<file path="src/rtl/core/smtp_body_line_cleanup_top_macros.svh">
// Assertion helpers for the line cleanup block.
`ifndef SMTP_BODY_LINE_CLEANUP_TOP_MACROS_SVH
`define SMTP_BODY_LINE_CLEANUP_TOP_MACROS_SVH

// same-cycle implication
`define SBLC_ASSERT_NOW(label, ante, cons, msg) \
    label: assert property (@(posedge aclk) disable iff (!aresetn) (ante) |-> (cons)) \
        else $error(msg);

// next-cycle implication
`define SBLC_ASSERT_NEXT(label, ante, cons, msg) \
    label: assert property (@(posedge aclk) disable iff (!aresetn) (ante) |=> (cons)) \
        else $error(msg);

`endif

</file>
<file path="src/rtl/core/sblc_pkg.sv">
`default_nettype none

package sblc_pkg;

    localparam logic [7:0] CH_CR  = 8'h0D;
    localparam logic [7:0] CH_LF  = 8'h0A;
    localparam logic [7:0] CH_DOT = 8'h2E;
    localparam logic [7:0] CH_R   = 8'h52;

    localparam int PREFIX_LEN = 12;
    localparam int CNT_W      = $clog2(PREFIX_LEN + 1);

    // header phase codes
    localparam logic [1:0] HP_TEXT = 2'd0;
    localparam logic [1:0] HP_LF   = 2'd1;
    localparam logic [1:0] HP_LFCR = 2'd2;
    localparam logic [1:0] HP_BODY = 2'd3;

    // line skip codes
    localparam logic [1:0] SK_COPY  = 2'd0;
    localparam logic [1:0] SK_DROP  = 2'd1;
    localparam logic [1:0] SK_MATCH = 2'd2;

    // pending result slots, in emission order
    localparam int PD_OWE   = 0;
    localparam int PD_DOT   = 1;
    localparam int PD_FLUSH = 2;
    localparam int PD_CR    = 3;
    localparam int PD_BYTE  = 4;
    localparam int PD_TAIL  = 5;
    localparam int PD_EMPTY = 6;
    localparam int PD_N     = 7;

    // state bit k+1 matches pending slot k
    typedef enum logic [PD_N:0] {
        S_IDLE  = 8'b0000_0001,
        S_OWE   = 8'b0000_0010,
        S_DOT   = 8'b0000_0100,
        S_FLUSH = 8'b0000_1000,
        S_CR    = 8'b0001_0000,
        S_BYTE  = 8'b0010_0000,
        S_TAIL  = 8'b0100_0000,
        S_EMPTY = 8'b1000_0000
    } state_t;

    typedef struct packed {
        logic   load;
        logic   push;
        logic   last_res;
        logic   flush_step;
        state_t slot;
    } cmd_t;

    typedef struct packed {
        logic            out_free;
        logic            flush_last;
        logic [PD_N-1:0] pend_reg;
        logic [PD_N-1:0] pend_next;
    } status_t;

    function automatic logic [7:0] fold(input logic [7:0] b);
        logic [7:0] r;
        r = b;
        if (b >= 8'h61 && b <= 8'h7A) begin
            r = b - 8'd32;
        end
        return r;
    endfunction

    // "RETURN-PATH:"
    function automatic logic [7:0] rp_char(input logic [CNT_W-1:0] idx);
        logic [7:0] c;
        unique case (idx)
            4'd0:    c = 8'h52;
            4'd1:    c = 8'h45;
            4'd2:    c = 8'h54;
            4'd3:    c = 8'h55;
            4'd4:    c = 8'h52;
            4'd5:    c = 8'h4E;
            4'd6:    c = 8'h2D;
            4'd7:    c = 8'h50;
            4'd8:    c = 8'h41;
            4'd9:    c = 8'h54;
            4'd10:   c = 8'h48;
            4'd11:   c = 8'h3A;
            default: c = 8'h00;
        endcase
        return c;
    endfunction

endpackage

`default_nettype wire

</file>
<file path="src/rtl/core/sblc_dpath.sv">
`default_nettype none

module sblc_dpath (
    input  wire logic             aclk,
    input  wire logic             aresetn,
    input  wire logic [7:0]       in_byte,
    input  wire logic             in_last,
    input  wire sblc_pkg::cmd_t   cmd,
    output sblc_pkg::status_t     st,
    input  wire logic             m_tready,
    output logic                  m_tvalid,
    output logic [7:0]            m_tdata,
    output logic                  m_tuser,
    output logic                  m_tlast
);

    localparam int CW = sblc_pkg::CNT_W;

    // line state
    logic          held_reg, held_next;
    logic [CW-1:0] cnt_reg, cnt_next;
    logic [7:0]    prev_reg, prev_next;
    logic [1:0]    phase_reg, phase_next;
    logic          ls_reg, ls_next;
    logic [1:0]    skip_reg, skip_next;
    logic          seen_reg, seen_next;

    logic [7:0]    store [sblc_pkg::PREFIX_LEN];
    logic          wr_en;
    logic [CW-1:0] wr_idx;
    logic [7:0]    fbyte_reg;

    // request plan
    logic [sblc_pkg::PD_N-1:0] pend_reg, pend_next;
    logic [7:0]                byte_reg;
    logic [CW-1:0]             fn_reg, fn_next;
    logic                      plast_reg;
    logic [CW-1:0]             fidx_reg, fidx_next;

    logic       ov_reg, ov_next;
    logic [7:0] ob_reg, ob_next;
    logic       oe_reg, oe_next;
    logic       ol_reg, ol_next;

    function automatic logic [1:0] next_phase(input logic [1:0] h, input logic [7:0] b);
        logic [1:0] r;
        unique case (h)
            sblc_pkg::HP_BODY: r = sblc_pkg::HP_BODY;
            sblc_pkg::HP_TEXT: r = (b == sblc_pkg::CH_LF) ? sblc_pkg::HP_LF : sblc_pkg::HP_TEXT;
            sblc_pkg::HP_LF: begin
                if (b == sblc_pkg::CH_LF) r = sblc_pkg::HP_BODY;
                else if (b == sblc_pkg::CH_CR) r = sblc_pkg::HP_LFCR;
                else r = sblc_pkg::HP_TEXT;
            end
            default: r = (b == sblc_pkg::CH_LF) ? sblc_pkg::HP_BODY : sblc_pkg::HP_TEXT;
        endcase
        return r;
    endfunction

    always_comb begin
        logic          is_crlf;
        logic          do_plain;
        logic [CW-1:0] cnt1;
        logic          p_owe, p_dot, p_cr, p_byte, p_tail;

        is_crlf  = (in_byte == sblc_pkg::CH_CR) || (in_byte == sblc_pkg::CH_LF);
        do_plain = 1'b0;
        cnt1     = cnt_reg + CW'(1);
        p_dot    = 1'b0;
        p_cr     = 1'b0;
        p_byte   = 1'b0;
        p_tail   = 1'b0;
        fn_next  = '0;
        wr_en    = 1'b0;
        wr_idx   = cnt_reg;

        held_next  = held_reg;
        cnt_next   = cnt_reg;
        skip_next  = skip_reg;
        ls_next    = ls_reg;

        p_owe = seen_reg && (prev_reg == sblc_pkg::CH_CR) && (skip_reg == sblc_pkg::SK_COPY)
                && (in_byte != sblc_pkg::CH_LF);

        if (held_reg) begin
            held_next = 1'b0;
            skip_next = is_crlf ? sblc_pkg::SK_DROP : sblc_pkg::SK_COPY;
            p_dot     = !is_crlf && (in_byte != sblc_pkg::CH_DOT);
            do_plain  = 1'b1;
        end else if (skip_reg == sblc_pkg::SK_MATCH) begin
            if (cnt_reg < CW'(sblc_pkg::PREFIX_LEN)
                && sblc_pkg::fold(in_byte) == sblc_pkg::rp_char(cnt_reg)) begin
                wr_en = 1'b1;
                if (cnt1 == CW'(sblc_pkg::PREFIX_LEN)) begin
                    skip_next = sblc_pkg::SK_DROP;
                    cnt_next  = '0;
                end else begin
                    cnt_next = cnt1;
                    if (in_last) begin
                        skip_next = sblc_pkg::SK_COPY;
                        fn_next   = cnt1;
                        cnt_next  = '0;
                    end
                end
            end else begin
                skip_next = sblc_pkg::SK_COPY;
                fn_next   = cnt_reg;
                cnt_next  = '0;
                do_plain  = 1'b1;
            end
        end else if (ls_reg && in_byte != sblc_pkg::CH_LF) begin
            ls_next = 1'b0;
            if (phase_reg != sblc_pkg::HP_BODY && sblc_pkg::fold(in_byte) == sblc_pkg::CH_R
                && !in_last) begin
                wr_en     = 1'b1;
                wr_idx    = '0;
                cnt_next  = CW'(1);
                skip_next = sblc_pkg::SK_MATCH;
            end else if (in_byte == sblc_pkg::CH_DOT && !in_last) begin
                held_next = 1'b1;
                skip_next = sblc_pkg::SK_COPY;
            end else begin
                skip_next = sblc_pkg::SK_COPY;
                do_plain  = 1'b1;
            end
        end else begin
            do_plain = 1'b1;
        end

        if (do_plain) begin
            if (skip_next == sblc_pkg::SK_COPY) begin
                p_byte = 1'b1;
                // bare LF gets its CR
                p_cr = (in_byte == sblc_pkg::CH_LF)
                       && (!seen_reg || prev_reg != sblc_pkg::CH_CR);
            end
            if (is_crlf) begin
                ls_next = 1'b1;
            end
        end

        if (in_last) begin
            p_tail = (in_byte == sblc_pkg::CH_CR) && (skip_next == sblc_pkg::SK_COPY);
        end

        pend_next[sblc_pkg::PD_OWE]   = p_owe;
        pend_next[sblc_pkg::PD_DOT]   = p_dot;
        pend_next[sblc_pkg::PD_FLUSH] = (fn_next != '0);
        pend_next[sblc_pkg::PD_CR]    = p_cr;
        pend_next[sblc_pkg::PD_BYTE]  = p_byte;
        pend_next[sblc_pkg::PD_TAIL]  = p_tail;
        pend_next[sblc_pkg::PD_EMPTY] = in_last
            && !(p_owe || p_dot || (fn_next != '0) || p_cr || p_byte || p_tail);

        phase_next = next_phase(phase_reg, in_byte);
        prev_next  = in_byte;
        seen_next  = 1'b1;

        // end of message: back to reset values
        if (in_last) begin
            held_next  = 1'b0;
            cnt_next   = '0;
            prev_next  = '0;
            phase_next = sblc_pkg::HP_LF;
            ls_next    = 1'b1;
            skip_next  = sblc_pkg::SK_COPY;
            seen_next  = 1'b0;
        end
    end

    always_ff @(posedge aclk) begin
        if (!aresetn) begin
            held_reg  <= 1'b0;
            cnt_reg   <= '0;
            prev_reg  <= '0;
            phase_reg <= sblc_pkg::HP_LF;
            ls_reg    <= 1'b1;
            skip_reg  <= sblc_pkg::SK_COPY;
            seen_reg  <= 1'b0;
        end else if (cmd.load) begin
            held_reg  <= held_next;
            cnt_reg   <= cnt_next;
            prev_reg  <= prev_next;
            phase_reg <= phase_next;
            ls_reg    <= ls_next;
            skip_reg  <= skip_next;
            seen_reg  <= seen_next;
        end
    end

    // flush byte is read ahead into a register, at the index fidx_reg takes next
    always_ff @(posedge aclk) begin
        if (cmd.load && wr_en) begin
            store[wr_idx] <= in_byte;
        end
        fbyte_reg <= store[fidx_next];
    end

    always_ff @(posedge aclk) begin
        if (cmd.load) begin
            pend_reg  <= pend_next;
            byte_reg  <= in_byte;
            fn_reg    <= fn_next;
            plast_reg <= in_last;
        end
        fidx_reg <= fidx_next;
    end

    always_comb begin
        fidx_next = fidx_reg;
        if (cmd.flush_step) begin
            fidx_next = fidx_reg + CW'(1);
        end
        if (cmd.load) begin
            fidx_next = '0;
        end
    end

    always_comb begin
        ob_next = ob_reg;
        oe_next = oe_reg;
        ol_next = ol_reg;
        ov_next = m_tready ? 1'b0 : ov_reg;
        if (cmd.push) begin
            ov_next = 1'b1;
            oe_next = 1'b0;
            ol_next = cmd.last_res && plast_reg;
            unique case (cmd.slot)
                sblc_pkg::S_OWE:   ob_next = sblc_pkg::CH_LF;
                sblc_pkg::S_DOT:   ob_next = sblc_pkg::CH_DOT;
                sblc_pkg::S_FLUSH: ob_next = fbyte_reg;
                sblc_pkg::S_CR:    ob_next = sblc_pkg::CH_CR;
                sblc_pkg::S_BYTE:  ob_next = byte_reg;
                sblc_pkg::S_TAIL:  ob_next = sblc_pkg::CH_LF;
                sblc_pkg::S_EMPTY: begin
                    ob_next = '0;
                    oe_next = 1'b1;
                end
                default:           ob_next = '0;
            endcase
        end
    end

    always_ff @(posedge aclk) begin
        if (!aresetn) begin
            ov_reg <= 1'b0;
        end else begin
            ov_reg <= ov_next;
        end
        ob_reg <= ob_next;
        oe_reg <= oe_next;
        ol_reg <= ol_next;
    end

    assign st.out_free   = !ov_reg || m_tready;
    assign st.flush_last = (fidx_reg + CW'(1)) == fn_reg;
    assign st.pend_reg   = pend_reg;
    assign st.pend_next  = pend_next;

    assign m_tvalid = ov_reg;
    assign m_tdata  = ob_reg;
    assign m_tuser  = oe_reg;
    assign m_tlast  = ol_reg;

endmodule

`default_nettype wire

</file>
<file path="src/rtl/core/sblc_ctrl.sv">
`default_nettype none

module sblc_ctrl (
    input  wire logic              aclk,
    input  wire logic              aresetn,
    input  wire logic              s_tvalid,
    output logic                   s_tready,
    input  wire sblc_pkg::status_t st,
    output sblc_pkg::cmd_t         cmd
);

    localparam int SW = sblc_pkg::PD_N + 1;

    sblc_pkg::state_t state_reg, state_next;

    logic [SW-1:0] s_bits;
    logic [SW-1:0] above;
    logic [SW-1:0] cand;
    logic [SW-1:0] after_bits;
    logic [SW-1:0] first_cand;
    logic [SW-1:0] first_bits;
    logic          busy;
    logic          push;
    logic          stay_flush;
    logic          last_res;
    logic          accept;

    assign s_bits     = state_reg;
    // slots strictly after the current one
    assign above      = ~({s_bits[SW-2:0], 1'b0} - SW'(1));
    assign cand       = {st.pend_reg, 1'b0} & above;
    assign after_bits = cand & (~cand + SW'(1));
    assign first_cand = {st.pend_next, 1'b0};
    assign first_bits = first_cand & (~first_cand + SW'(1));

    assign busy       = state_reg != sblc_pkg::S_IDLE;
    assign push       = busy && st.out_free;
    assign stay_flush = (state_reg == sblc_pkg::S_FLUSH) && !st.flush_last;
    assign last_res   = push && !stay_flush && (after_bits == '0);
    assign s_tready   = !busy || last_res;
    assign accept     = s_tvalid && s_tready;

    always_comb begin
        state_next = state_reg;
        if (accept) begin
            state_next = (first_bits == '0) ? sblc_pkg::S_IDLE : sblc_pkg::state_t'(first_bits);
        end else if (push && !stay_flush) begin
            state_next = (after_bits == '0) ? sblc_pkg::S_IDLE : sblc_pkg::state_t'(after_bits);
        end
    end

    always_ff @(posedge aclk) begin
        if (!aresetn) begin
            state_reg <= sblc_pkg::S_IDLE;
        end else begin
            state_reg <= state_next;
        end
    end

    assign cmd.load       = accept;
    assign cmd.push       = push;
    assign cmd.last_res   = last_res;
    assign cmd.flush_step = push && (state_reg == sblc_pkg::S_FLUSH);
    assign cmd.slot       = state_reg;

endmodule

`default_nettype wire

</file>
<file path="src/rtl/core/smtp_body_line_cleanup_top.sv">
// SMTP body line cleanup.
// s_ channel: one raw message byte per request in s_tdata, s_tlast on the final
// byte. m_ channel: cleaned bytes in m_tdata, m_tuser high for a marker request
// that carries no byte, m_tlast on the last request of the message.
// An input byte yields zero to thirteen output requests, one per cycle. The next
// byte is taken in the same cycle as the last output of the current one, so a
// byte producing one output sustains one byte per cycle while m_tready is high;
// a byte producing k > 1 outputs holds the input until its last one is pushed.
// A byte producing nothing (dropped lines, bytes held while matching a
// Return-Path prefix) leaves the block idle. The output register, fed from the
// registered plan, sets the pace. A failed Return-Path match of n held bytes
// releases them as n output requests. Reset (aresetn low, synchronous) returns
// to header line start and empties the output register. A stalled m_tready
// holds the output register and, through it, the input side; nothing is dropped.
`default_nettype none

module smtp_body_line_cleanup_top (
    input  wire logic       aclk,
    input  wire logic       aresetn,
    input  wire logic       s_tvalid,
    output logic            s_tready,
    input  wire logic [7:0] s_tdata,   // [7:0] in_byte
    input  wire logic       s_tlast,
    output logic            m_tvalid,
    input  wire logic       m_tready,
    output logic [7:0]      m_tdata,   // [7:0] out_byte
    output logic            m_tuser,   // [0] out_empty
    output logic            m_tlast
);

    sblc_pkg::cmd_t    cmd;
    sblc_pkg::status_t st;
    logic              empty_planned;
    logic              bytes_planned;

    sblc_ctrl u_ctrl (
        .aclk     (aclk),
        .aresetn  (aresetn),
        .s_tvalid (s_tvalid),
        .s_tready (s_tready),
        .st       (st),
        .cmd      (cmd)
    );

    sblc_dpath u_dpath (
        .aclk     (aclk),
        .aresetn  (aresetn),
        .in_byte  (s_tdata),
        .in_last  (s_tlast),
        .cmd      (cmd),
        .st       (st),
        .m_tready (m_tready),
        .m_tvalid (m_tvalid),
        .m_tdata  (m_tdata),
        .m_tuser  (m_tuser),
        .m_tlast  (m_tlast)
    );

    assign empty_planned = cmd.load && st.pend_next[sblc_pkg::PD_EMPTY];
    assign bytes_planned = st.pend_next[sblc_pkg::PD_TAIL:0] != '0;

`include "smtp_body_line_cleanup_top_macros.svh"

    `SBLC_ASSERT_NOW(a_push_free, cmd.push, st.out_free, "push over a held result")
    `SBLC_ASSERT_NOW(a_empty_alone, empty_planned, !bytes_planned, "empty marker with bytes")
    `SBLC_ASSERT_NEXT(a_idle_after, cmd.last_res && !cmd.load, s_tready, "not ready after last")

endmodule

`default_nettype wire

</file>
<file path="config.mk">
export PLATFORM = sky130hd
export DESIGN_NAME = smtp_body_line_cleanup_top
export DESIGN_NICKNAME = d
export VERILOG_FILES = /design/src/rtl/core/sblc_pkg.sv /design/src/rtl/core/sblc_dpath.sv /design/src/rtl/core/sblc_ctrl.sv /design/src/rtl/core/smtp_body_line_cleanup_top.sv
export VERILOG_INCLUDE_DIRS = /design/src /design/src/rtl/core
export SDC_FILE = /design/constraint.sdc
export NUM_CORES = 1
export LEC_CHECK = 0
export ABC_AREA = 1
export ABC_CLOCK_PERIOD_IN_PS = 3100
export BUFFER_PORTS_ARGS = -buffer_cell sky130_fd_sc_hd__buf_2
export CAP_MARGIN = 20
export CORE_MARGIN = 5
export CORE_UTILIZATION = 40
export CTS_CLUSTER_DIAMETER = 100
export DETAILED_ROUTE_END_ITERATION = 8
export SKIP_CTS_REPAIR_TIMING = 1
export SYNTH_ARGS = -nofsm -noshare
export SYNTH_HDL_FRONTEND = slang
export SYNTH_HIERARCHICAL = 1
export SYNTH_SLANG_ARGS = --single-unit
</file>
<file path="constraint.sdc">
create_clock -name aclk -period 3.1 [get_ports aclk]
set_input_delay 0.155 -clock aclk [delete_from_list [all_inputs] [get_ports aclk]]
set_output_delay 0.155 -clock aclk [all_outputs]
set_load 0.01 [all_outputs]
</file>
# Yosys cells after proc, flatten, opt, wreduce, memory -nomap -nowiden
# Memory sizes are Yosys's and may differ from the RTL's. A register that Yosys moved wholly into a read port is not among the register bits.
# Index checks and enable logic that the tools add are counted.
word_totals:
  register_bits: 62
  ramBits: 96
  rom_bits: 112
  in_bits: 13
  mem_count: 2
memory_table:
  columns: ["memory", "words", "word_bits", "read_ports", "rd_ports_with_merged_regs", "wr", "line_no", "source"]
  rows:
  - ["(name not given)", 16, 7, 1, 1, 0, "sblc_pkg.sv:73", "unique case (idx)"]
  - ["u_dpath.store", 12, 8, 1, 1, 1, "sblc_dpath.sv:28", "logic [7:0] store [sblc_pkg::PREFIX_LEN];"]
classes:
  addsub: 6
  magnitude_cmp: 3
  eq_ne: 24
  muxes: 84
  bitwise_logic: 6
  reduce_logical: 50
op_table:
  columns: ["operator", "n"]
  rows:
  - ["8-bit two-way mux", 13]
  - ["4-bit two-way mux", 20]
  - ["8-bit case mux with 5 select lines", 1]
  - ["1-bit two-way mux", 37]
  - ["8-bit by 4-bit == test with 1-bit output, second input constant", 4]
  - ["8-bit AND", 3]
  - ["2-bit two-way mux", 12]
  - ["8-bit NOT", 3]
  - ["1-bit logical AND", 21]
  - ["8-bit by 1-bit adder with 8-bit output, second input constant", 2]
  - ["8-bit by 6-bit == test with 1-bit output, second input constant", 2]
  - ["8-bit by 7-bit == test with 1-bit output, second input constant", 2]
  - ["8-bit logical NOT", 2]
  - ["8-bit by 4-bit != test with 1-bit output, second input constant", 2]
  - ["1-bit logical OR", 9]
  - ["4-bit by 1-bit adder with 4-bit output, second input constant", 2]
  - ["8-bit by 2-bit == test with 1-bit output, second input constant", 1]
  - ["8-bit by 3-bit == test with 1-bit output, second input constant", 1]
  - ["8-bit by 5-bit == test with 1-bit output, second input constant", 1]
  - ["8-bit == test", 1]
  - ["8-bit == test, second input constant", 1]
  - ["8-bit by 7-bit greater-or-equal comparator with 1-bit output, second input constant", 1]
  - ["8-bit by 7-bit less-or-equal comparator with 1-bit output, second input constant", 1]
  - ["1-bit logical NOT", 8]
  - ["other kinds (17)", 23]

# Logic depth before layout (Yosys ltp)
# Gate-level depths: netlist of the first run.
logic_depth:
  depth_word: 27
  ltp_mapped: 24
  ltp_nobuf: 23

# Hierarchy
# Netlist of the first run, hierarchy kept.
by_module_without_submodules:
  columns: ["mod", "n_inst", "cells_each", "area_per_inst_um2", "seq_area_each_um2"]
  rows:
  - ["sblc_dpath", 1, 716, 7255.7, 4564.4]
  - ["sblc_ctrl", 1, 143, 864.6, 160.2]

# Worst setup path before layout of the first run
# No wires, ideal clock.
synth_path:
  path_kind: "register to register"
  from: "register u_dpath.fidx_reg[0]"
  to: "register (tool-made name)"
  setup_time_ps: 112
  t_arrival_ps: 3186
  path_slack_ps: -199
  stages_incl_launch_ff: 24
  n_path_buf: 1
  period_less_slack_ps: 3299
  path_cell_list: "dfxtp_1 -> ha_1 -> xnor2_1 -> xnor2_1 -> nor3_1 -> inv_1 -> nand2_1 -> nand2_4 -> nor2_4 -> nand2_4 -> a21oi_4 -> buf_4 -> clkinv_1 -> a211oi_2 -> nand2_2 -> nor2_1 -> nand2_1 -> nand2_2 -> nand2_2 -> ha_1 -> nand2_2 -> nand2_1 -> nand2_1 -> nand2_1"
synth_lines:
  columns: ["item", "line_no", "source"]
  rows:
  - ["start, declared", "sblc_dpath.sv:38", "logic [CW-1:0] fidx_reg, fidx_next;"]
  - ["start signal, assigned", "sblc_dpath.sv:206", "fidx_reg <= fidx_next;"]

==> results.json, run 1 <==
{
  "cp_common_cell": "nand2_2",
  "synthTopCellsByCount": "nand2_1 (137), edfxtp_1 (126), nor2_1 (119)",
  "num_rows": 52,
  "max_freq_ghz": 0.334,
  "htree_num_levels": 4,
  "critPathArrivalTime_ps": 3320,
  "worst_slew_pin_slew_ps": 611,
  "grt_pass1_vias": 5624,
  "synth.most_common_cell": "nand2_1",
  "setup_violations": 0,
  "yosysTopAreaCellShare": 0.466,
  "post-route-min-period_ps": 2990,
  "slew_viol_final": 0,
  "min_period_over_period": 0.965,
  "core_area_um2": 20100,
  "synth_area_um2": 8120,
  "hold_path_class": "input port to register",
  "cp_max_fo": 6,
  "total_power_w": 0.00751,
  "ys_ff_latch": 173,
  "drive_above_1_share": 0.204,
  "dieArea_um2": 23300,
  "cp_cell_sequence": "ha_4, xnor2_4, xnor2_2, nor3_2, inv_1, nand2_2, nand2_4, nor2_4, nand2_4, a21oi_4, inv_4, a211oi_4, nand2_2, nor2_1, nand2_1, nand2_2, nand2_4, ha_4, nand2_2, nand3_2, nand2_1",
  "ys.flop_type": "edfxtp_1",
  "synth_top_area_cell": "edfxtp_1",
  "drtAntennaViolNets": 0,
  "ir_worst_vdd_uv": 348,
  "wl_per_cell_um": 16.4,
  "worst_clock_skew_ps": 7.67,
  "place_inst": 1173,
  "grt_use_total": 0.169,
  "crit_required_ps": 3430,
  "rsz0062_at_grt": "yes",
  "routed_wl_um": 19900,
  "timing.setup.tns_ps": 0,
  "synth_nets": 880,
  "ys_async_sr_fraction": 0,
  "via_per_inst": 5.13,
  "die_h_um": 152,
  "leakagePower_nw": 3.81,
  "status": "finished, final reports clean",
  "synthTopCellsByArea": "edfxtp_1 (47%), dfxtp_1 (12%), nand2_1 (6.3%)",
  "regMostFlops": "u_dpath/store",
  "final_nets": 949,
  "place_hpwl_um": 14000,
  "drv_cap": 0,
  "numCtsBuffers": 17,
  "synth-edff-count": 126,
  "clockRootBuffer": "clkbuf_16",
  "num_antenna_cells": 0,
  "cts_tree": "built",
  "synth_seq_area_share": 0.582,
  "dr.pass1.iters": 6,
  "powerDensity_nw_per_um2": 783,
  "clk_pin_slew_ps": 60,
  "grt_max_degree": 50,
  "crit_type": "register to register",
  "drc": 0,
  "slowest_delay_ps": 360,
  "instances_no_fill": 1210,
  "vias": 6208,
  "grt_antenna_before_repair": 0,
  "fin_util": 0.477,
  "ios": 25,
  "drtIter0Drc": 442,
  "yosys_warnings": 6,
  "syn_inst": 859,
  "initial_core_util": 0.404,
  "largest_reg_flops": 96,
  "clock-sinks": 173,
  "holdWs_ps": 2.40,
  "critPathLaunchType": "register",
  "yosysUniqueCellTypes": 46,
  "hold_viol_final": 0,
  "syn_area_per_cell_um2": 9.45,
  "grt_first_pass_wirelength_um": 31000,
  "synthToLayoutAreaGrowth_pct": 18.2,
  "end_kind": "register",
  "clk-insertion-delay-late_ps": 430,
  "routabilityCongestion": 0.873,
  "chipWidth_um": 152,
  "max_slew_margin": 0.592,
  "overflow": 0,
  "portBuffers": 24,
  "cts_buffer_depth": 2,
  "cp_slowest_cell": "dfxtp_4"
}
layer usage:
layer / up-vias / share of wire / global-route usage
met5: - / 0 / 0
met4: 0 / 0.015 / 0.0530
met3: 17 / 0.051 / 0.0281
met2: 177 / 0.48 / 0.272
met1: 2933 / 0.45 / 0.237
li1: 3081 / - / -
worst paths after layout:
kind                        from                   to  slack (ps)  cells after the start
max          u_dpath/fidx_reg[1]             register         110                     21
min                     m_tready     u_dpath/m_tvalid           2                      4
max reg2reg  u_dpath/fidx_reg[1]             register         110                     21
min reg2reg  u_dpath/prev_reg[3]  u_dpath/prev_reg[3]         470                      2
cells in the final DEF (no fill, tap or decap), types with 4 or more instances in the layout:
cell,Yosys,layout
nand4_1,17,17
nand2_4,8,9
dfxtp_1,47,43
nand2_1,137,132
nand3_1,55,53
o21ai_0,78,75
nand2_2,15,19
edfxtp_1,126,126
nor2_2,6,6
o21ai_1,5,8
nand3_2,4,6
ha_1,8,4
nor4_1,6,5
inv_1,88,83
inv_2,7,11
inv_6,0,8
a21oi_1,21,21
o211ai_1,9,9
o22ai_1,26,26
or2_2,4,4
buf_4,3,45
dfxtp_4,0,4
nor2_1,119,119
nor3_1,9,6
clkbuf_16,0,17
buf_2,3,24
clkinv_1,5,4
report_power, final:
group	internal [W]	switching, W	leakage [nW]	total (W)
combinational	0.000930	0.00161	2.00	0.00254
sequential	0.00281	0.000150	1.54	0.00296
clock	0.00105	0.000955	0.273	0.00201
layout make-up:
class | instances | area, um2
fill | 1874 | 10500
sequential | 173 | 4740
multi-input combinational | 559 | 3020
timing repair buffer | 74 | 541
clock buffer | 17 | 425
inverter | 103 | 400
tap | 270 | 338
clock inverter | 14 | 126
kinds of logic after synthesis:
| family | synth area share |
|---|---|
| flip-flops | 0.582 |
| XOR/XNOR | 0.00647 |
| AND/OR/NAND/NOR | 0.228 |
| buffers and inverters | 0.0626 |
| AO/OA/AOI/OAI | 0.109 |
| adder cells (fa/ha/maj) | 0.0123 |
per-stage QoR:
step | setup slack (ps) | instance area [um2]
after global routing | -75.7 | 9590
after CTS | -120 | 9370
after floorplan | 2.72 | 8130
after detailed placement | -120 | 8820
after global placement | -67.2 | 8820
final | 109 | 9590
worst max-delay path: cells and delay by family (launching register included):
family	cells	cell delay, ps
AND/OR/NAND/NOR	13	1210
AO/OA/AOI/OAI	2	440
buffers and inverters	2	130
flip-flops	1	360
XOR/XNOR	2	290
adder cells (fa/ha/maj)	2	460
Note: power is estimated with default switching activity, not from simulation.
==> run 2: changes to the inputs <==
--- a/config.mk
+++ b/config.mk
@@ -14,8 +14,10 @@
 export CORE_UTILIZATION = 40
 export CTS_CLUSTER_DIAMETER = 100
 export DETAILED_ROUTE_END_ITERATION = 8
+export REMOVE_ABC_BUFFERS = 1
 export SKIP_CTS_REPAIR_TIMING = 1
 export SYNTH_ARGS = -nofsm -noshare
 export SYNTH_HDL_FRONTEND = slang
 export SYNTH_HIERARCHICAL = 1
 export SYNTH_SLANG_ARGS = --single-unit
+export TNS_END_PERCENT = 5
==> run 2 against run 1 <==
Net effect:
- sequential power hardly changed
- wire length is 2.7% lower
- sequential share of layout area up 0.069 points
- non-clock buffer count is 5 higher
- sequential cell count unchanged
- clock power grew 6%
- final cell count rose by 0.50%
- core utilization is 0.21 points lower
- clock skew increased by 2.8 ps
- largest power group unchanged
==> results.json, run 2 (synthesis results as in run 1) <==
{
  "status": "finished, final reports clean",
  "grt_first_pass_wirelength_um": 31300,
  "final_common_cell": "nand2_1",
  "drtAntennaViolNets": 0,
  "clk-insertion-delay-late_ps": 440,
  "crit_required_ps": 3460,
  "leakagePower_nw": 3.83,
  "grt_pass1_vias": 5801,
  "clock_power_share": 0.282,
  "cts_tree": "built",
  "clk_pin_slew_ps": 70,
  "via_per_inst": 5.04,
  "htree_num_levels": 4,
  "dr.pass1.iters": 5,
  "powerDensity_nw_per_um2": 796,
  "max_freq_ghz": 0.338,
  "p_comb_frac": 0.332,
  "ir_worst_vdd_uv": 441,
  "overflow": 0,
  "worst_slew_pin_slew_ps": 533,
  "largest_reg_flops": 96,
  "power_frac_seq": 0.386,
  "setup_violations": 0,
  "grt_max_degree": 49,
  "swShare": 0.356,
  "post-route-min-period_ps": 2950,
  "drc": 0,
  "hold_path_class": "input port to register",
  "critPathArrivalTime_ps": 3320,
  "core_area_um2": 20100,
  "wl_per_cell_um": 15.9,
  "hold_viol_final": 0,
  "synthToLayoutAreaGrowth_pct": 17.6,
  "clock-sinks": 173,
  "clockRootBuffer": "clkbuf_16",
  "routabilityCongestion": 0.882,
  "chipWidth_um": 152,
  "worst_slack_ps": 145,
  "max_slew_margin": 0.644,
  "fin_util": 0.475,
  "reg2reg_from": "u_dpath/fidx_reg[1]",
  "initial_core_util": 0.404,
  "routed_wl_um": 19400,
  "drtIter0Drc": 588,
  "drive_above_1_share": 0.189,
  "slew_viol_final": 0,
  "p_sw_w": 0.00271,
  "ios": 25,
  "min_period_over_period": 0.953,
  "end_kind": "register",
  "cts_buffer_depth": 2,
  "layout_common_cells": "nand2_1 (136), edfxtp_1 (126), nor2_1 (119)",
  "crit_type": "register to register",
  "critPathLaunchType": "register",
  "cp_max_fo": 12,
  "pre_cts_ws_ps": 7.46,
  "numCtsBuffers": 17,
  "place_hpwl_um": 13600,
  "vias": 6131,
  "die_h_um": 152,
  "crit_start": "u_dpath/fidx_reg[1]",
  "dieArea_um2": 23300,
  "regMostFlops": "u_dpath/store",
  "num_antenna_cells": 0,
  "holdCritStartpoint": "m_tready",
  "num_rows": 52,
  "p_int_w": 0.00490,
  "portBuffers": 24,
  "grt_antenna_before_repair": 0,
  "worst_clock_skew_ps": 10.5,
  "final_nets": 954,
  "drv_cap": 0,
  "grt_use_total": 0.169
}
==> run 2: critical path, cell delays in order (launching register included) <==
cell	delay, ps
dfxtp_1	330
ha_1	330
or2_2	310
nand4_1	90
nor3_2	50
inv_1	50
nand2_1	80
nand2_4	100
nor2_4	50
nand2_4	60
a21oi_4	60
buf_6	150
nor3_4	300
buf_2	320
o21ai_0	130
o22ai_1	160
o21ai_0	110
o21ai_0	180
==> run 2: path summary, 6_finish.rpt <==
kind	end	slack, ps	cells past startpoint
hold reg to reg	u_dpath/prev_reg[1]	470	2
setup reg to reg	u_dpath/fbyte_reg[2]	150	17
setup / recovery	u_dpath/fbyte_reg[2]	150	17
hold / removal	u_dpath/m_tvalid	4	4
==> run 2: power groups by stage <==
| stage | registers (W) | logic [W] | clock network [W] |
|---|---|---|---|
| 2_1_floorplan | 0.00299 | 0.00149 | 0 |
| 4_1_cts | 0.00293 | 0.00246 | 0.00218 |
| 3_3_place_gp | 0.00298 | 0.00244 | 0 |
| 6_report | 0.00294 | 0.00253 | 0.00214 |
| 3_5_place_dp | 0.00298 | 0.00245 | 0 |
| 5_1_grt | 0.00297 | 0.00283 | 0.00229 |
==> run 2: cell type report <==
type | count | area, um2
fillers | 1863 | 10600
well taps | 270 | 338
clock inverters | 13 | 146
repair buffers | 79 | 567
inverters | 103 | 395
clock buffers | 19 | 453
flip-flops and latches | 173 | 4730
multi-input cells | 559 | 2930
==> run 2: per-layer routing <==
metal	share of wire	wire length [um]	global-route usage
met5	0	0	0
met4	0.022	427	0.0653
met3	0.050	964	0.0321
met2	0.47	9060	0.266
met1	0.46	8910	0.233
==> run 2: through the flow <==
stage / cells / cell area, um2 / hold slack, ps / total power (W) / TNS (ps)
floorplan: 835 / 8010 / 224 / 0.00448 / -49080
global placement: 1181 / 8890 / 452 / 0.00542 / 0
detailed placement: 1181 / 8890 / 455 / 0.00544 / 0
CTS: 1213 / 9490 / -7.88 / 0.00757 / -33.7
global route: 1216 / 9550 / 31.9 / 0.00808 / -23.9
finish: 1216 / 9550 / 4.12 / 0.00761 / 0
